--- src/hdl/smac_pkg.sv ---
// Shared types, widths and constants for the sliding mode attitude controller.
// No dependencies; every other file of the block imports this package.
package smac_pkg;

   // Field widths.
   localparam int IN_W      = 16;
   localparam int DT_W      = 20;
   localparam int DTC_W     = 15;
   localparam int INERTIA_W = 20;
   localparam int GAIN_W    = 24;
   localparam int POWER_W   = 31;
   localparam int SUM_W     = 56;
   localparam int NUM_W     = 56;
   localparam int MUL_W     = 32;
   localparam int TIME_W    = 20;
   localparam int CSR_AW    = 4;
   localparam int CSR_DW    = 32;

   // Defaults for the top level parameters.
   localparam int FRAC_BITS_DEF = 10;
   localparam int WINDOW_US_DEF = 500000;

   // pi with 30 fractional bits; shifted down to the working format.
   localparam logic [63:0] PI_Q30 = 64'd3373259426;

   localparam logic [DTC_W-1:0] DT_MIN = DTC_W'(125);
   localparam logic [DTC_W-1:0] DT_MAX = DTC_W'(20000);

   localparam logic signed [IN_W-1:0] DRIVE_MAX = 16'sh7FFF;
   localparam logic signed [IN_W-1:0] DRIVE_MIN = 16'sh8000;

   // Register reset values.
   localparam logic [INERTIA_W-1:0] INERTIA_ROLL_RST  = INERTIA_W'(20000);
   localparam logic [INERTIA_W-1:0] INERTIA_PITCH_RST = INERTIA_W'(20000);
   localparam logic [INERTIA_W-1:0] INERTIA_YAW_RST   = INERTIA_W'(40000);
   localparam logic [GAIN_W-1:0]    TORQUE_GAIN_RST   = GAIN_W'(250000);

   // Register indexes (word addresses).
   localparam logic [1:0] REG_INERTIA_ROLL  = 2'd0;
   localparam logic [1:0] REG_INERTIA_PITCH = 2'd1;
   localparam logic [1:0] REG_INERTIA_YAW   = 2'd2;
   localparam logic [1:0] REG_TORQUE_GAIN   = 2'd3;

endpackage

--- src/hdl/smac_mul.sv ---
// Shared signed multiplier with a registered product.
// Depends on smac_pkg for the operand width.
module smac_mul (
   input  logic                                 clock,
   input  logic signed [smac_pkg::MUL_W-1:0]    op_a,
   input  logic signed [smac_pkg::MUL_W-1:0]    op_b,
   output logic signed [2*smac_pkg::MUL_W-1:0]  product
);
   import smac_pkg::*;

   logic signed [2*MUL_W-1:0] prod_ff;
   logic signed [2*MUL_W-1:0] prod_in;

   assign prod_in = op_a * op_b;

   always_ff @(posedge clock) begin
      prod_ff <= prod_in;
   end

   assign product = prod_ff;

endmodule

--- src/hdl/smac_div.sv ---
// Restoring divider producing one quotient bit per cycle.
// Depends on smac_pkg for default widths.
module smac_div #(
   parameter int DIVD_W = smac_pkg::SUM_W,
   parameter int DVS_W  = smac_pkg::GAIN_W + smac_pkg::FRAC_BITS_DEF
) (
   input  logic              clock,
   input  logic              reset,
   input  logic              start,
   input  logic [DIVD_W-1:0] dividend,
   input  logic [DVS_W-1:0]  divisor,
   output logic              done,
   output logic [DIVD_W-1:0] quotient
);
   import smac_pkg::*;

   localparam int CNT_W = $clog2(DIVD_W);

   logic              busy_ff, busy_in;
   logic              done_ff, done_in;
   logic [CNT_W-1:0]  cnt_ff, cnt_in;
   logic [DVS_W-1:0]  rem_ff, rem_in;
   logic [DIVD_W-1:0] quo_ff, quo_in;
   logic [DVS_W-1:0]  dvs_ff, dvs_in;
   logic [DVS_W:0]    rem_sh;
   logic [DVS_W+1:0]  diff;

   always_comb begin
      busy_in = busy_ff;
      done_in = 1'b0;
      cnt_in  = cnt_ff;
      rem_in  = rem_ff;
      quo_in  = quo_ff;
      dvs_in  = dvs_ff;
      rem_sh  = {rem_ff, quo_ff[DIVD_W-1]};
      diff    = {1'b0, rem_sh} - {2'b00, dvs_ff};
      if (start) begin
         busy_in = 1'b1;
         cnt_in  = CNT_W'(DIVD_W - 1);
         rem_in  = '0;
         quo_in  = dividend;
         dvs_in  = divisor;
      end else if (busy_ff) begin
         if (!diff[DVS_W+1]) begin
            rem_in = diff[DVS_W-1:0];
            quo_in = {quo_ff[DIVD_W-2:0], 1'b1};
         end else begin
            rem_in = rem_sh[DVS_W-1:0];
            quo_in = {quo_ff[DIVD_W-2:0], 1'b0};
         end
         cnt_in = cnt_ff - CNT_W'(1);
         if (cnt_ff == '0) begin
            busy_in = 1'b0;
            done_in = 1'b1;
         end
      end
   end

   always_ff @(posedge clock) begin
      if (reset) begin
         busy_ff <= 1'b0;
         done_ff <= 1'b0;
      end else begin
         busy_ff <= busy_in;
         done_ff <= done_in;
      end
      cnt_ff <= cnt_in;
      rem_ff <= rem_in;
      quo_ff <= quo_in;
      dvs_ff <= dvs_in;
   end

   assign done     = done_ff;
   assign quotient = quo_ff;

   a_start_idle: assert property (@(posedge clock) disable iff (reset)
      start |-> !busy_ff) else $error("divider started while busy");
   a_done_idle: assert property (@(posedge clock) disable iff (reset)
      done_ff |-> !busy_ff) else $error("divider done while still busy");
   a_last_step: assert property (@(posedge clock) disable iff (reset)
      (busy_ff && !start && cnt_ff == '0) |=> done_ff)
      else $error("divider missed its done pulse");

endmodule

--- src/hdl/sliding_mode_attitude_control.sv ---
// Sliding mode attitude controller with a windowed control power monitor.
// The shared divider yields 56 quotient bits. When a power window closes,
// four power divisions follow; with zero gain the axis divisions are skipped.
// The next transaction waits until the sequencer is idle; a held result stalls it.
// Reset (synchronous, active high) restores the register defaults and clears sums.
// Depends on smac_pkg, smac_mul and smac_div.
module sliding_mode_attitude_control #(
   parameter int FRAC_BITS = smac_pkg::FRAC_BITS_DEF,
   parameter int WINDOW_US = smac_pkg::WINDOW_US_DEF
) (
   input  logic                                    clock,
   input  logic                                    reset,
   // Input channel.
   input  logic                                    req_valid,
   output logic                                    req_stall,
   input  logic signed [smac_pkg::IN_W-1:0]        req_roll_angle,
   input  logic signed [smac_pkg::IN_W-1:0]        req_pitch_angle,
   input  logic signed [smac_pkg::IN_W-1:0]        req_yaw_angle,
   input  logic signed [smac_pkg::IN_W-1:0]        req_roll_target,
   input  logic signed [smac_pkg::IN_W-1:0]        req_pitch_target,
   input  logic signed [smac_pkg::IN_W-1:0]        req_yaw_target,
   input  logic signed [smac_pkg::IN_W-1:0]        req_roll_rate,
   input  logic signed [smac_pkg::IN_W-1:0]        req_pitch_rate,
   input  logic signed [smac_pkg::IN_W-1:0]        req_yaw_rate,
   input  logic signed [smac_pkg::IN_W-1:0]        req_thrust_cmd,
   input  logic        [smac_pkg::DT_W-1:0]        req_elapsed_us,
   // Result channel.
   output logic                                    rsp_valid,
   input  logic                                    rsp_stall,
   output logic signed [smac_pkg::IN_W-1:0]        rsp_roll_drive,
   output logic signed [smac_pkg::IN_W-1:0]        rsp_pitch_drive,
   output logic signed [smac_pkg::IN_W-1:0]        rsp_yaw_drive,
   output logic signed [smac_pkg::IN_W-1:0]        rsp_throttle_drive,
   output logic                                    rsp_power_ready,
   output logic        [smac_pkg::POWER_W-1:0]     rsp_roll_power,
   output logic        [smac_pkg::POWER_W-1:0]     rsp_pitch_power,
   output logic        [smac_pkg::POWER_W-1:0]     rsp_yaw_power,
   output logic        [smac_pkg::POWER_W-1:0]     rsp_throttle_power,
   // Configuration port.
   input  logic                                    psel,
   input  logic                                    penable,
   input  logic                                    pwrite,
   input  logic        [smac_pkg::CSR_AW-1:0]      paddr,
   input  logic        [smac_pkg::CSR_DW-1:0]      pwdata,
   output logic        [smac_pkg::CSR_DW-1:0]      prdata,
   output logic                                    pready
);
   import smac_pkg::*;

   // The divider must hold both the torque gain scaled by the Q format and the
   // window time; the gain side is always the wider one.
   localparam int DVS_W = GAIN_W + FRAC_BITS;
   localparam logic [16:0] PI_FLOOR = 17'(PI_Q30 >> (30 - FRAC_BITS));
   localparam logic signed [17:0] ONE_Q = 18'sd1 <<< FRAC_BITS;
   localparam logic [TIME_W-1:0] WINDOW_LIM = TIME_W'(WINDOW_US);

   // Sequencer state codes.
   localparam logic [3:0] ST_IDLE     = 4'd0;
   localparam logic [3:0] ST_AX_M0    = 4'd1;
   localparam logic [3:0] ST_AX_M1    = 4'd2;
   localparam logic [3:0] ST_AX_M2    = 4'd3;
   localparam logic [3:0] ST_AX_M3    = 4'd4;
   localparam logic [3:0] ST_AX_DIV   = 4'd5;
   localparam logic [3:0] ST_EN_M0    = 4'd6;
   localparam logic [3:0] ST_EN_M1    = 4'd7;
   localparam logic [3:0] ST_EN_M2    = 4'd8;
   localparam logic [3:0] ST_WIN      = 4'd9;
   localparam logic [3:0] ST_PW_START = 4'd10;
   localparam logic [3:0] ST_PW_DIV   = 4'd11;
   localparam logic [3:0] ST_OUT      = 4'd12;

   // ------------------------------------------------------------------
   // Configuration registers. Writes complete in the access phase; the
   // port never inserts wait states.
   // ------------------------------------------------------------------
   logic [INERTIA_W-1:0] ixx_ff, iyy_ff, izz_ff;
   logic [GAIN_W-1:0]    gain_ff;
   logic                 csr_wr;

   assign pready = 1'b1;
   assign csr_wr = psel && penable && pwrite;

   always_ff @(posedge clock) begin
      if (reset) begin
         ixx_ff  <= INERTIA_ROLL_RST;
         iyy_ff  <= INERTIA_PITCH_RST;
         izz_ff  <= INERTIA_YAW_RST;
         gain_ff <= TORQUE_GAIN_RST;
      end else if (csr_wr) begin
         unique case (paddr[3:2])
            REG_INERTIA_ROLL:  ixx_ff  <= pwdata[INERTIA_W-1:0];
            REG_INERTIA_PITCH: iyy_ff  <= pwdata[INERTIA_W-1:0];
            REG_INERTIA_YAW:   izz_ff  <= pwdata[INERTIA_W-1:0];
            REG_TORQUE_GAIN:   gain_ff <= pwdata[GAIN_W-1:0];
            default: ;
         endcase
      end
   end

   always_comb begin
      unique case (paddr[3:2])
         REG_INERTIA_ROLL:  prdata = CSR_DW'(ixx_ff);
         REG_INERTIA_PITCH: prdata = CSR_DW'(iyy_ff);
         REG_INERTIA_YAW:   prdata = CSR_DW'(izz_ff);
         REG_TORQUE_GAIN:   prdata = CSR_DW'(gain_ff);
         default:           prdata = '0;
      endcase
   end

   // ------------------------------------------------------------------
   // Working registers of the current transaction.
   // ------------------------------------------------------------------
   logic [3:0]                state_ff, state_in;
   logic [1:0]                axis_ff, axis_in;
   logic [1:0]                k_ff, k_in;
   logic signed [IN_W-1:0]    ang_ff [3];
   logic signed [IN_W-1:0]    ang_in [3];
   logic signed [IN_W-1:0]    tgt_ff [3];
   logic signed [IN_W-1:0]    tgt_in [3];
   logic signed [IN_W-1:0]    rate_ff [3];
   logic signed [IN_W-1:0]    rate_in [3];
   logic signed [IN_W-1:0]    drv_ff [4];
   logic signed [IN_W-1:0]    drv_in [4];
   logic [POWER_W-1:0]        pw_ff [4];
   logic [POWER_W-1:0]        pw_in [4];
   logic                      rdy_ff, rdy_in;
   logic [DTC_W-1:0]          dt_ff, dt_in;
   logic signed [NUM_W-1:0]   acc_ff, acc_in;
   logic                      neg_ff, neg_in;
   logic [SUM_W-1:0]          sum_ff [4];
   logic [SUM_W-1:0]          sum_in [4];
   logic [TIME_W-1:0]         time_ff, time_in;

   // Output register; it parts the result channel from the sequencer.
   logic                      out_valid_ff, out_valid_in;
   logic signed [IN_W-1:0]    out_drv_ff [4];
   logic signed [IN_W-1:0]    out_drv_in [4];
   logic [POWER_W-1:0]        out_pw_ff [4];
   logic [POWER_W-1:0]        out_pw_in [4];
   logic                      out_rdy_ff, out_rdy_in;

   // Shared units.
   logic signed [MUL_W-1:0]   mul_a, mul_b;
   logic signed [2*MUL_W-1:0] prod;
   logic                      div_start, div_done;
   logic [SUM_W-1:0]          div_dvd, div_quo;
   logic [DVS_W-1:0]          div_dvs;

   smac_mul u_mul (
      .clock   (clock),
      .op_a    (mul_a),
      .op_b    (mul_b),
      .product (prod)
   );

   smac_div #(
      .DIVD_W (SUM_W),
      .DVS_W  (DVS_W)
   ) u_div (
      .clock    (clock),
      .reset    (reset),
      .start    (div_start),
      .dividend (div_dvd),
      .divisor  (div_dvs),
      .done     (div_done),
      .quotient (div_quo)
   );

   // ------------------------------------------------------------------
   // Per axis operand selection and the sliding surface. The surface is
   // s = rate - (target - angle), and the drive term is -sign(s) - s - rate.
   // ------------------------------------------------------------------
   logic signed [IN_W-1:0]      ang_sel, tgt_sel, rate_sel, r1_sel, r2_sel;
   logic [INERTIA_W-1:0]        inertia_sel;
   logic signed [INERTIA_W:0]   cross_sel;
   logic signed [16:0]          z_c;
   logic signed [17:0]          s_c, sg_c;
   logic signed [18:0]          term_c;
   logic signed [NUM_W-1:0]     num_c;
   logic [NUM_W-1:0]            num_mag;
   logic signed [IN_W-1:0]      sat_c;
   logic [16:0]                 qlo;
   logic [DTC_W-1:0]            dt_clamp;
   logic [TIME_W-1:0]           time_new;

   always_comb begin
      case (axis_ff)
         2'd0: begin
            ang_sel = ang_ff[0]; tgt_sel = tgt_ff[0]; rate_sel = rate_ff[0];
            inertia_sel = ixx_ff;
            cross_sel = $signed({1'b0, iyy_ff}) - $signed({1'b0, izz_ff});
            r1_sel = rate_ff[1]; r2_sel = rate_ff[2];
         end
         2'd1: begin
            ang_sel = ang_ff[1]; tgt_sel = tgt_ff[1]; rate_sel = rate_ff[1];
            inertia_sel = iyy_ff;
            cross_sel = $signed({1'b0, izz_ff}) - $signed({1'b0, ixx_ff});
            r1_sel = rate_ff[0]; r2_sel = rate_ff[2];
         end
         default: begin
            ang_sel = ang_ff[2]; tgt_sel = tgt_ff[2]; rate_sel = rate_ff[2];
            inertia_sel = izz_ff;
            cross_sel = $signed({1'b0, ixx_ff}) - $signed({1'b0, iyy_ff});
            r1_sel = rate_ff[0]; r2_sel = rate_ff[1];
         end
      endcase
      z_c  = 17'(tgt_sel) - 17'(ang_sel);
      s_c  = 18'(rate_sel) - 18'(z_c);
      sg_c = (s_c > 0) ? ONE_Q : ((s_c < 0) ? -ONE_Q : 18'sd0);
      term_c = -19'(sg_c) - 19'(s_c) - 19'(rate_sel);
   end

   // The numerator is complete once the cross product leaves the multiplier.
   assign num_c   = acc_ff - $signed(prod[NUM_W-1:0]);
   assign num_mag = num_c[NUM_W-1] ? NUM_W'(-num_c) : NUM_W'(num_c);

   // The quotient magnitude is truncated toward zero, then the sign goes back
   // on and the result saturates to the 16-bit drive range.
   assign qlo = div_quo[16:0];
   always_comb begin
      if (neg_ff) begin
         sat_c = (div_quo > SUM_W'(32768)) ? DRIVE_MIN : IN_W'(17'd0 - qlo);
      end else begin
         sat_c = (div_quo > SUM_W'(32767)) ? DRIVE_MAX : $signed(div_quo[IN_W-1:0]);
      end
   end

   assign dt_clamp = (req_elapsed_us < DT_W'(DT_MIN)) ? DT_MIN :
                     (req_elapsed_us > DT_W'(DT_MAX)) ? DT_MAX :
                     req_elapsed_us[DTC_W-1:0];
   assign time_new = time_ff + TIME_W'(dt_ff);

   // Multiplier operands by step. The cross term takes the rate product
   // straight from the multiplier output.
   always_comb begin
      unique case (state_ff)
         ST_AX_M0: begin
            mul_a = MUL_W'($signed({1'b0, inertia_sel}));
            mul_b = MUL_W'(term_c);
         end
         ST_AX_M1: begin
            mul_a = MUL_W'(r1_sel);
            mul_b = MUL_W'(r2_sel);
         end
         ST_AX_M2: begin
            mul_a = MUL_W'(cross_sel);
            mul_b = prod[MUL_W-1:0];
         end
         ST_EN_M0: begin
            mul_a = MUL_W'(drv_ff[k_ff]);
            mul_b = MUL_W'(drv_ff[k_ff]);
         end
         ST_EN_M1: begin
            mul_a = prod[MUL_W-1:0];
            mul_b = MUL_W'($signed({1'b0, dt_ff}));
         end
         default: begin
            mul_a = '0;
            mul_b = '0;
         end
      endcase
   end

   // ------------------------------------------------------------------
   // Sequencer. Three axes go through multiply and, with a nonzero gain, divide,
   // then four energy accumulations, then the window check and, when it closes,
   // four power divisions. The result waits in the output register.
   // ------------------------------------------------------------------
   always_comb begin
      state_in  = state_ff;
      axis_in   = axis_ff;
      k_in      = k_ff;
      ang_in    = ang_ff;
      tgt_in    = tgt_ff;
      rate_in   = rate_ff;
      drv_in    = drv_ff;
      pw_in     = pw_ff;
      rdy_in    = rdy_ff;
      dt_in     = dt_ff;
      acc_in    = acc_ff;
      neg_in    = neg_ff;
      sum_in    = sum_ff;
      time_in   = time_ff;
      div_start = 1'b0;
      div_dvd   = NUM_W'(num_mag);
      div_dvs   = {gain_ff, {FRAC_BITS{1'b0}}};
      out_valid_in = out_valid_ff && rsp_stall;
      out_drv_in   = out_drv_ff;
      out_pw_in    = out_pw_ff;
      out_rdy_in   = out_rdy_ff;

      unique case (state_ff)
         ST_IDLE: begin
            if (req_valid) begin
               ang_in[0]  = req_roll_angle;
               ang_in[1]  = req_pitch_angle;
               ang_in[2]  = req_yaw_angle;
               tgt_in[0]  = ($signed({req_roll_target[15], req_roll_target[15],
                             req_roll_target}) <= $signed({1'b0, PI_FLOOR}))
                             ? req_roll_target : '0;
               tgt_in[1]  = ($signed({req_pitch_target[15], req_pitch_target[15],
                             req_pitch_target}) <= $signed({1'b0, PI_FLOOR}))
                             ? req_pitch_target : '0;
               tgt_in[2]  = ($signed({req_yaw_target[15], req_yaw_target[15],
                             req_yaw_target}) <= $signed({1'b0, PI_FLOOR}))
                             ? req_yaw_target : '0;
               rate_in[0] = req_roll_rate;
               rate_in[1] = req_pitch_rate;
               rate_in[2] = req_yaw_rate;
               drv_in[3]  = req_thrust_cmd;
               dt_in      = dt_clamp;
               axis_in    = 2'd0;
               state_in   = ST_AX_M0;
            end
         end
         ST_AX_M0: state_in = ST_AX_M1;
         ST_AX_M1: begin
            acc_in   = $signed(prod[NUM_W-1:0]) <<< FRAC_BITS;
            state_in = ST_AX_M2;
         end
         ST_AX_M2: state_in = ST_AX_M3;
         ST_AX_M3: begin
            if (gain_ff == '0) begin
               // No gain: the drive goes to the rail matching the numerator sign, or to zero.
               drv_in[axis_ff] = (num_c > 0) ? DRIVE_MAX :
                                 ((num_c < 0) ? DRIVE_MIN : '0);
               if (axis_ff == 2'd2) begin
                  k_in     = 2'd0;
                  state_in = ST_EN_M0;
               end else begin
                  axis_in  = axis_ff + 2'd1;
                  state_in = ST_AX_M0;
               end
            end else begin
               neg_in    = num_c[NUM_W-1];
               div_start = 1'b1;
               state_in  = ST_AX_DIV;
            end
         end
         ST_AX_DIV: begin
            if (div_done) begin
               drv_in[axis_ff] = sat_c;
               if (axis_ff == 2'd2) begin
                  k_in     = 2'd0;
                  state_in = ST_EN_M0;
               end else begin
                  axis_in  = axis_ff + 2'd1;
                  state_in = ST_AX_M0;
               end
            end
         end
         ST_EN_M0: state_in = ST_EN_M1;
         ST_EN_M1: state_in = ST_EN_M2;
         ST_EN_M2: begin
            sum_in[k_ff] = sum_ff[k_ff] + prod[SUM_W-1:0];
            if (k_ff == 2'd3) begin
               state_in = ST_WIN;
            end else begin
               k_in     = k_ff + 2'd1;
               state_in = ST_EN_M0;
            end
         end
         ST_WIN: begin
            time_in = time_new;
            if (time_new > WINDOW_LIM) begin
               rdy_in   = 1'b1;
               k_in     = 2'd0;
               state_in = ST_PW_START;
            end else begin
               rdy_in   = 1'b0;
               pw_in    = '{default: '0};
               state_in = ST_OUT;
            end
         end
         ST_PW_START: begin
            div_dvd   = sum_ff[k_ff];
            div_dvs   = DVS_W'(time_ff);
            div_start = 1'b1;
            state_in  = ST_PW_DIV;
         end
         ST_PW_DIV: begin
            if (div_done) begin
               pw_in[k_ff]  = div_quo[POWER_W-1:0];
               sum_in[k_ff] = '0;
               if (k_ff == 2'd3) begin
                  time_in  = '0;
                  state_in = ST_OUT;
               end else begin
                  k_in     = k_ff + 2'd1;
                  state_in = ST_PW_START;
               end
            end
         end
         ST_OUT: begin
            if (!out_valid_ff || !rsp_stall) begin
               out_valid_in = 1'b1;
               out_drv_in   = drv_ff;
               out_pw_in    = pw_ff;
               out_rdy_in   = rdy_ff;
               state_in     = ST_IDLE;
            end
         end
         default: state_in = ST_IDLE;
      endcase
   end

   always_ff @(posedge clock) begin
      if (reset) begin
         state_ff     <= ST_IDLE;
         out_valid_ff <= 1'b0;
         sum_ff       <= '{default: '0};
         time_ff      <= '0;
      end else begin
         state_ff     <= state_in;
         out_valid_ff <= out_valid_in;
         sum_ff       <= sum_in;
         time_ff      <= time_in;
      end
      axis_ff    <= axis_in;
      k_ff       <= k_in;
      ang_ff     <= ang_in;
      tgt_ff     <= tgt_in;
      rate_ff    <= rate_in;
      drv_ff     <= drv_in;
      pw_ff      <= pw_in;
      rdy_ff     <= rdy_in;
      dt_ff      <= dt_in;
      acc_ff     <= acc_in;
      neg_ff     <= neg_in;
      out_drv_ff <= out_drv_in;
      out_pw_ff  <= out_pw_in;
      out_rdy_ff <= out_rdy_in;
   end

   // A new transaction is taken only while the sequencer is idle; a result
   // still held in the output register does not block it.
   assign req_stall          = (state_ff != ST_IDLE);
   assign rsp_valid          = out_valid_ff;
   assign rsp_roll_drive     = out_drv_ff[0];
   assign rsp_pitch_drive    = out_drv_ff[1];
   assign rsp_yaw_drive      = out_drv_ff[2];
   assign rsp_throttle_drive = out_drv_ff[3];
   assign rsp_power_ready    = out_rdy_ff;
   assign rsp_roll_power     = out_pw_ff[0];
   assign rsp_pitch_power    = out_pw_ff[1];
   assign rsp_yaw_power      = out_pw_ff[2];
   assign rsp_throttle_power = out_pw_ff[3];

   a_accept_busy: assert property (@(posedge clock) disable iff (reset)
      (req_valid && !req_stall) |=> (state_ff != ST_IDLE))
      else $error("accepted transaction did not start the sequencer");
   a_open_window: assert property (@(posedge clock) disable iff (reset)
      (state_ff == ST_IDLE) |-> (time_ff <= WINDOW_LIM))
      else $error("window time left above the limit");
   a_open_zero: assert property (@(posedge clock) disable iff (reset)
      (out_valid_ff && !out_rdy_ff) |-> (out_pw_ff[0] == '0 && out_pw_ff[1] == '0
         && out_pw_ff[2] == '0 && out_pw_ff[3] == '0))
      else $error("power reported while the window is open");

endmodule

--- config.mk ---
export PLATFORM = sky130hd
export DESIGN_NAME = sliding_mode_attitude_control
export DESIGN_NICKNAME = d
export VERILOG_FILES = /design/src/hdl/smac_pkg.sv /design/src/hdl/smac_mul.sv /design/src/hdl/smac_div.sv /design/src/hdl/sliding_mode_attitude_control.sv
export SDC_FILE = /design/constraint.sdc
export NUM_CORES = 2
export LEC_CHECK = 0
export BUFFER_PORTS_ARGS = -buffer_cell sky130_fd_sc_hd__clkbuf_2
export CORE_MARGIN = 1
export CORE_UTILIZATION = 55
export DETAILED_ROUTE_END_ITERATION = 12
export PLACE_DENSITY = 0.72
export SLEW_MARGIN = 20
export SYNTH_ARGS = -nofsm -noshare
export SYNTH_HDL_FRONTEND = slang
export SYNTH_HIERARCHICAL = 1
export SYNTH_SLANG_ARGS = --single-unit
--- constraint.sdc ---
create_clock -name clock -period 47.2 [get_ports clock]
set_input_delay 2.36 -clock clock [delete_from_list [all_inputs] [get_ports clock]]
set_output_delay 2.36 -clock clock [all_outputs]
set_load 0.005 [all_outputs]
==> flow_summary.yaml <==
worst_hold_path:
  hold_path_depth: 0
  hp-start: "rdy_ff"
  hold_end: "rsp_power_ready"
  hold_path.class: "reg -> reg"
setup_path:
  r2r_cells: 53
  crit_path_end_kind: "flip-flop"
  worst-path-max-fanout: 45
  r2r_end: "u_mul/product[55]"
  worstSetupStartpointType: "flip-flop"
  crit_type: "reg -> reg"
  max_stage_delay_ps: 710
  timing.rr.start: "axis_ff[1]"
  worst_ep_required_time_ps: 47870
  critPathSlowestCell: "inv_1"
  crit_arrival_ps: 18270
  reg2reg_slack_ps: 29600
  path_common_cell: "fa_1"
global_routing:
  grt_max_degree: 190
  track_usage_pct: 32.4
  grt_overflow_total: 0
  first_global_vias: 75560
  grt_pass1_wl_mm: 439
  antenna_found_initial: 11
run:
  drv_cap: 0
finish:
  num-fill-cells: 14392
  layout-drive-gt1-share_pct: 10.3
  final-seq-area_sq_mm: 0.0290
  area_growth_pct: 8.50
  post-route-util_pct: 60.2
  multiInputGateArea_sq_mm: 0.0601
  final_nets: 11703
  instances_no_fill: 12410
synth:
  synth_warnings: 6
  synth_area_sq_mm: 0.0956
  avgSynthCellArea_sq_um: 9.68
  postSynthCellCount: 9873
sta:
  grt_setup_unrepaired: "no"
  hold_viol: 0
  tns_ps: 0
  fin_crit_ps: 17600
  setup_viol: 0
  finalCritPeriodShare_pct: 37.3
  slew_headroom_pct: 26.4
  max_freq_mhz: 56.8
  worstMarginPinSlew_ps: 1100
  slew_viol_final: 0
  finClkSkew_ps: 62.7
floorplanning:
  rows: 152
  die_w_um: 419
  start_util_pct: 55.5
  die_h_um: 419
  core_sq_mm: 0.172
  design.die.area_sq_mm: 0.175
  pin_count: 447
route:
  drtIter0Drc: 7526
  num_vias: 75059
  via_per_inst: 6.05
  drt_wl_total_mm: 285
  wl_per_cell_um: 22.9
  dr.pass1.iters: 6
  drc: 0
  antenna_left: 0
status:
  status: "completed"
placement:
  io_buffer_count: 427
  place_congestion: 0.982
  post-place-cells: 12185
  dp_hpwl_mm: 214
cts:
  numClockSinks: 1109
  post_cts_resized: 0
  clk_latency_ps: 770
  cts_buffers: 115
  cts_max_level: 3
  cts_root_buffer: "clkbuf_16"
  cts_setup_buffers: 0
  ctsHoldBuffers: 0
  path_clk_slew_ps: 60
  cts.path.max_buffers: 3
  cts_tree: "done"
-- cell type report --
class / count / area share (%)
sequential: 1109 / 28.0
multi-input combinational: 6987 / 58.0
tap: 2310 / 2.79
clock buffer: 152 / 3.06
antenna: 6 / 0.0145
clock inverter: 67 / 0.736
inverter: 1218 / 4.41
timing repair buffer: 561 / 3.06
-- stage by stage --
step                area [sq um]  setup slack (ps)  hold slack [ps]
finish                    104000             29600              435
CTS                       104000             29870              438
global placement           99700             30180              406
detailed placement         99700             29900              412
floorplan                  95600             32760              400
global route              104000             28840              451
-- flip-flops by register name (all words and copies together) (netlist names), 20 cells and up --
signal              count
acc_ff                 46
rate_ff                48
izz_ff                 20
u_div/rem_ff           34
iyy_ff                 20
tgt_ff                 48
u_mul/product          56
drv_ff                 64
sum_ff                224
gain_ff                24
ang_ff                 48
rsp_throttle_power     31
rsp_roll_power         31
time_ff                20
u_div/quotient         56
pw_ff                 124
rsp_yaw_power          31
ixx_ff                 20
rsp_pitch_power        31
u_div/dvs_ff           34
-- how the worst max path moves through the flow --
stage / startpoint / endpoint / slack, ps / depth (start not counted)
floorplan: axis_ff[1] / u_mul/product[41] / 32760 / 57
global placement: axis_ff[1] / u_mul/product[55] / 30180 / 51
CTS: axis_ff[1] / u_mul/product[55] / 29870 / 53
global route: axis_ff[1] / u_mul/product[55] / 28840 / 55
detailed placement: axis_ff[1] / u_mul/product[55] / 29900 / 53
finish: axis_ff[1] / u_mul/product[55] / 29600 / 53
-- cells in the final DEF (no fill, tap or decap), types with 56 or more instances in the layout --
cell / count
a21oi_1: 537
mux4_2: 92
buf_4: 131
clkbuf_16: 117
ha_1: 455
a22oi_1: 104
o21ai_0: 275
o211ai_1: 95
a211oi_1: 63
dfxtp_1: 430
a21o_1: 181
nand2b_1: 56
o21bai_1: 61
fa_1: 1027
nand3_1: 200
inv_1: 1213
clkbuf_2: 425
edfxtp_1: 678
nand2_1: 1230
xnor2_1: 183
and2_1: 559
nor2_1: 556
nor3_1: 89
xor2_1: 120
mux2_2: 72
mux2i_1: 161
nor2b_1: 72
and3_1: 65
-- worst max-delay path, delay by kind of cell, from the launching register on --
family,cells,cell delay (ps)
fa+ha+maj,15,6820
compound gates,21,5500
buf+inv,9,2460
simple gates,6,1610
flops,1,560
xor+xnor,2,450
-- routing by layer --
layer | wire length, um | up-vias | GRT usage (%) | share of wire, %
met5 | 12 | - | 0 | 0.0042
met4 | 10700 | 2 | 11.5 | 3.8
met3 | 26000 | 578 | 5.47 | 9.1
met2 | 130000 | 3755 | 51.7 | 46
met1 | 118000 | 37399 | 44.7 | 41
li1 | - | 33325 | - | -
Power is not shown: default switching activity piles up to over one toggle a cycle in this logic, so the estimate is an artifact.
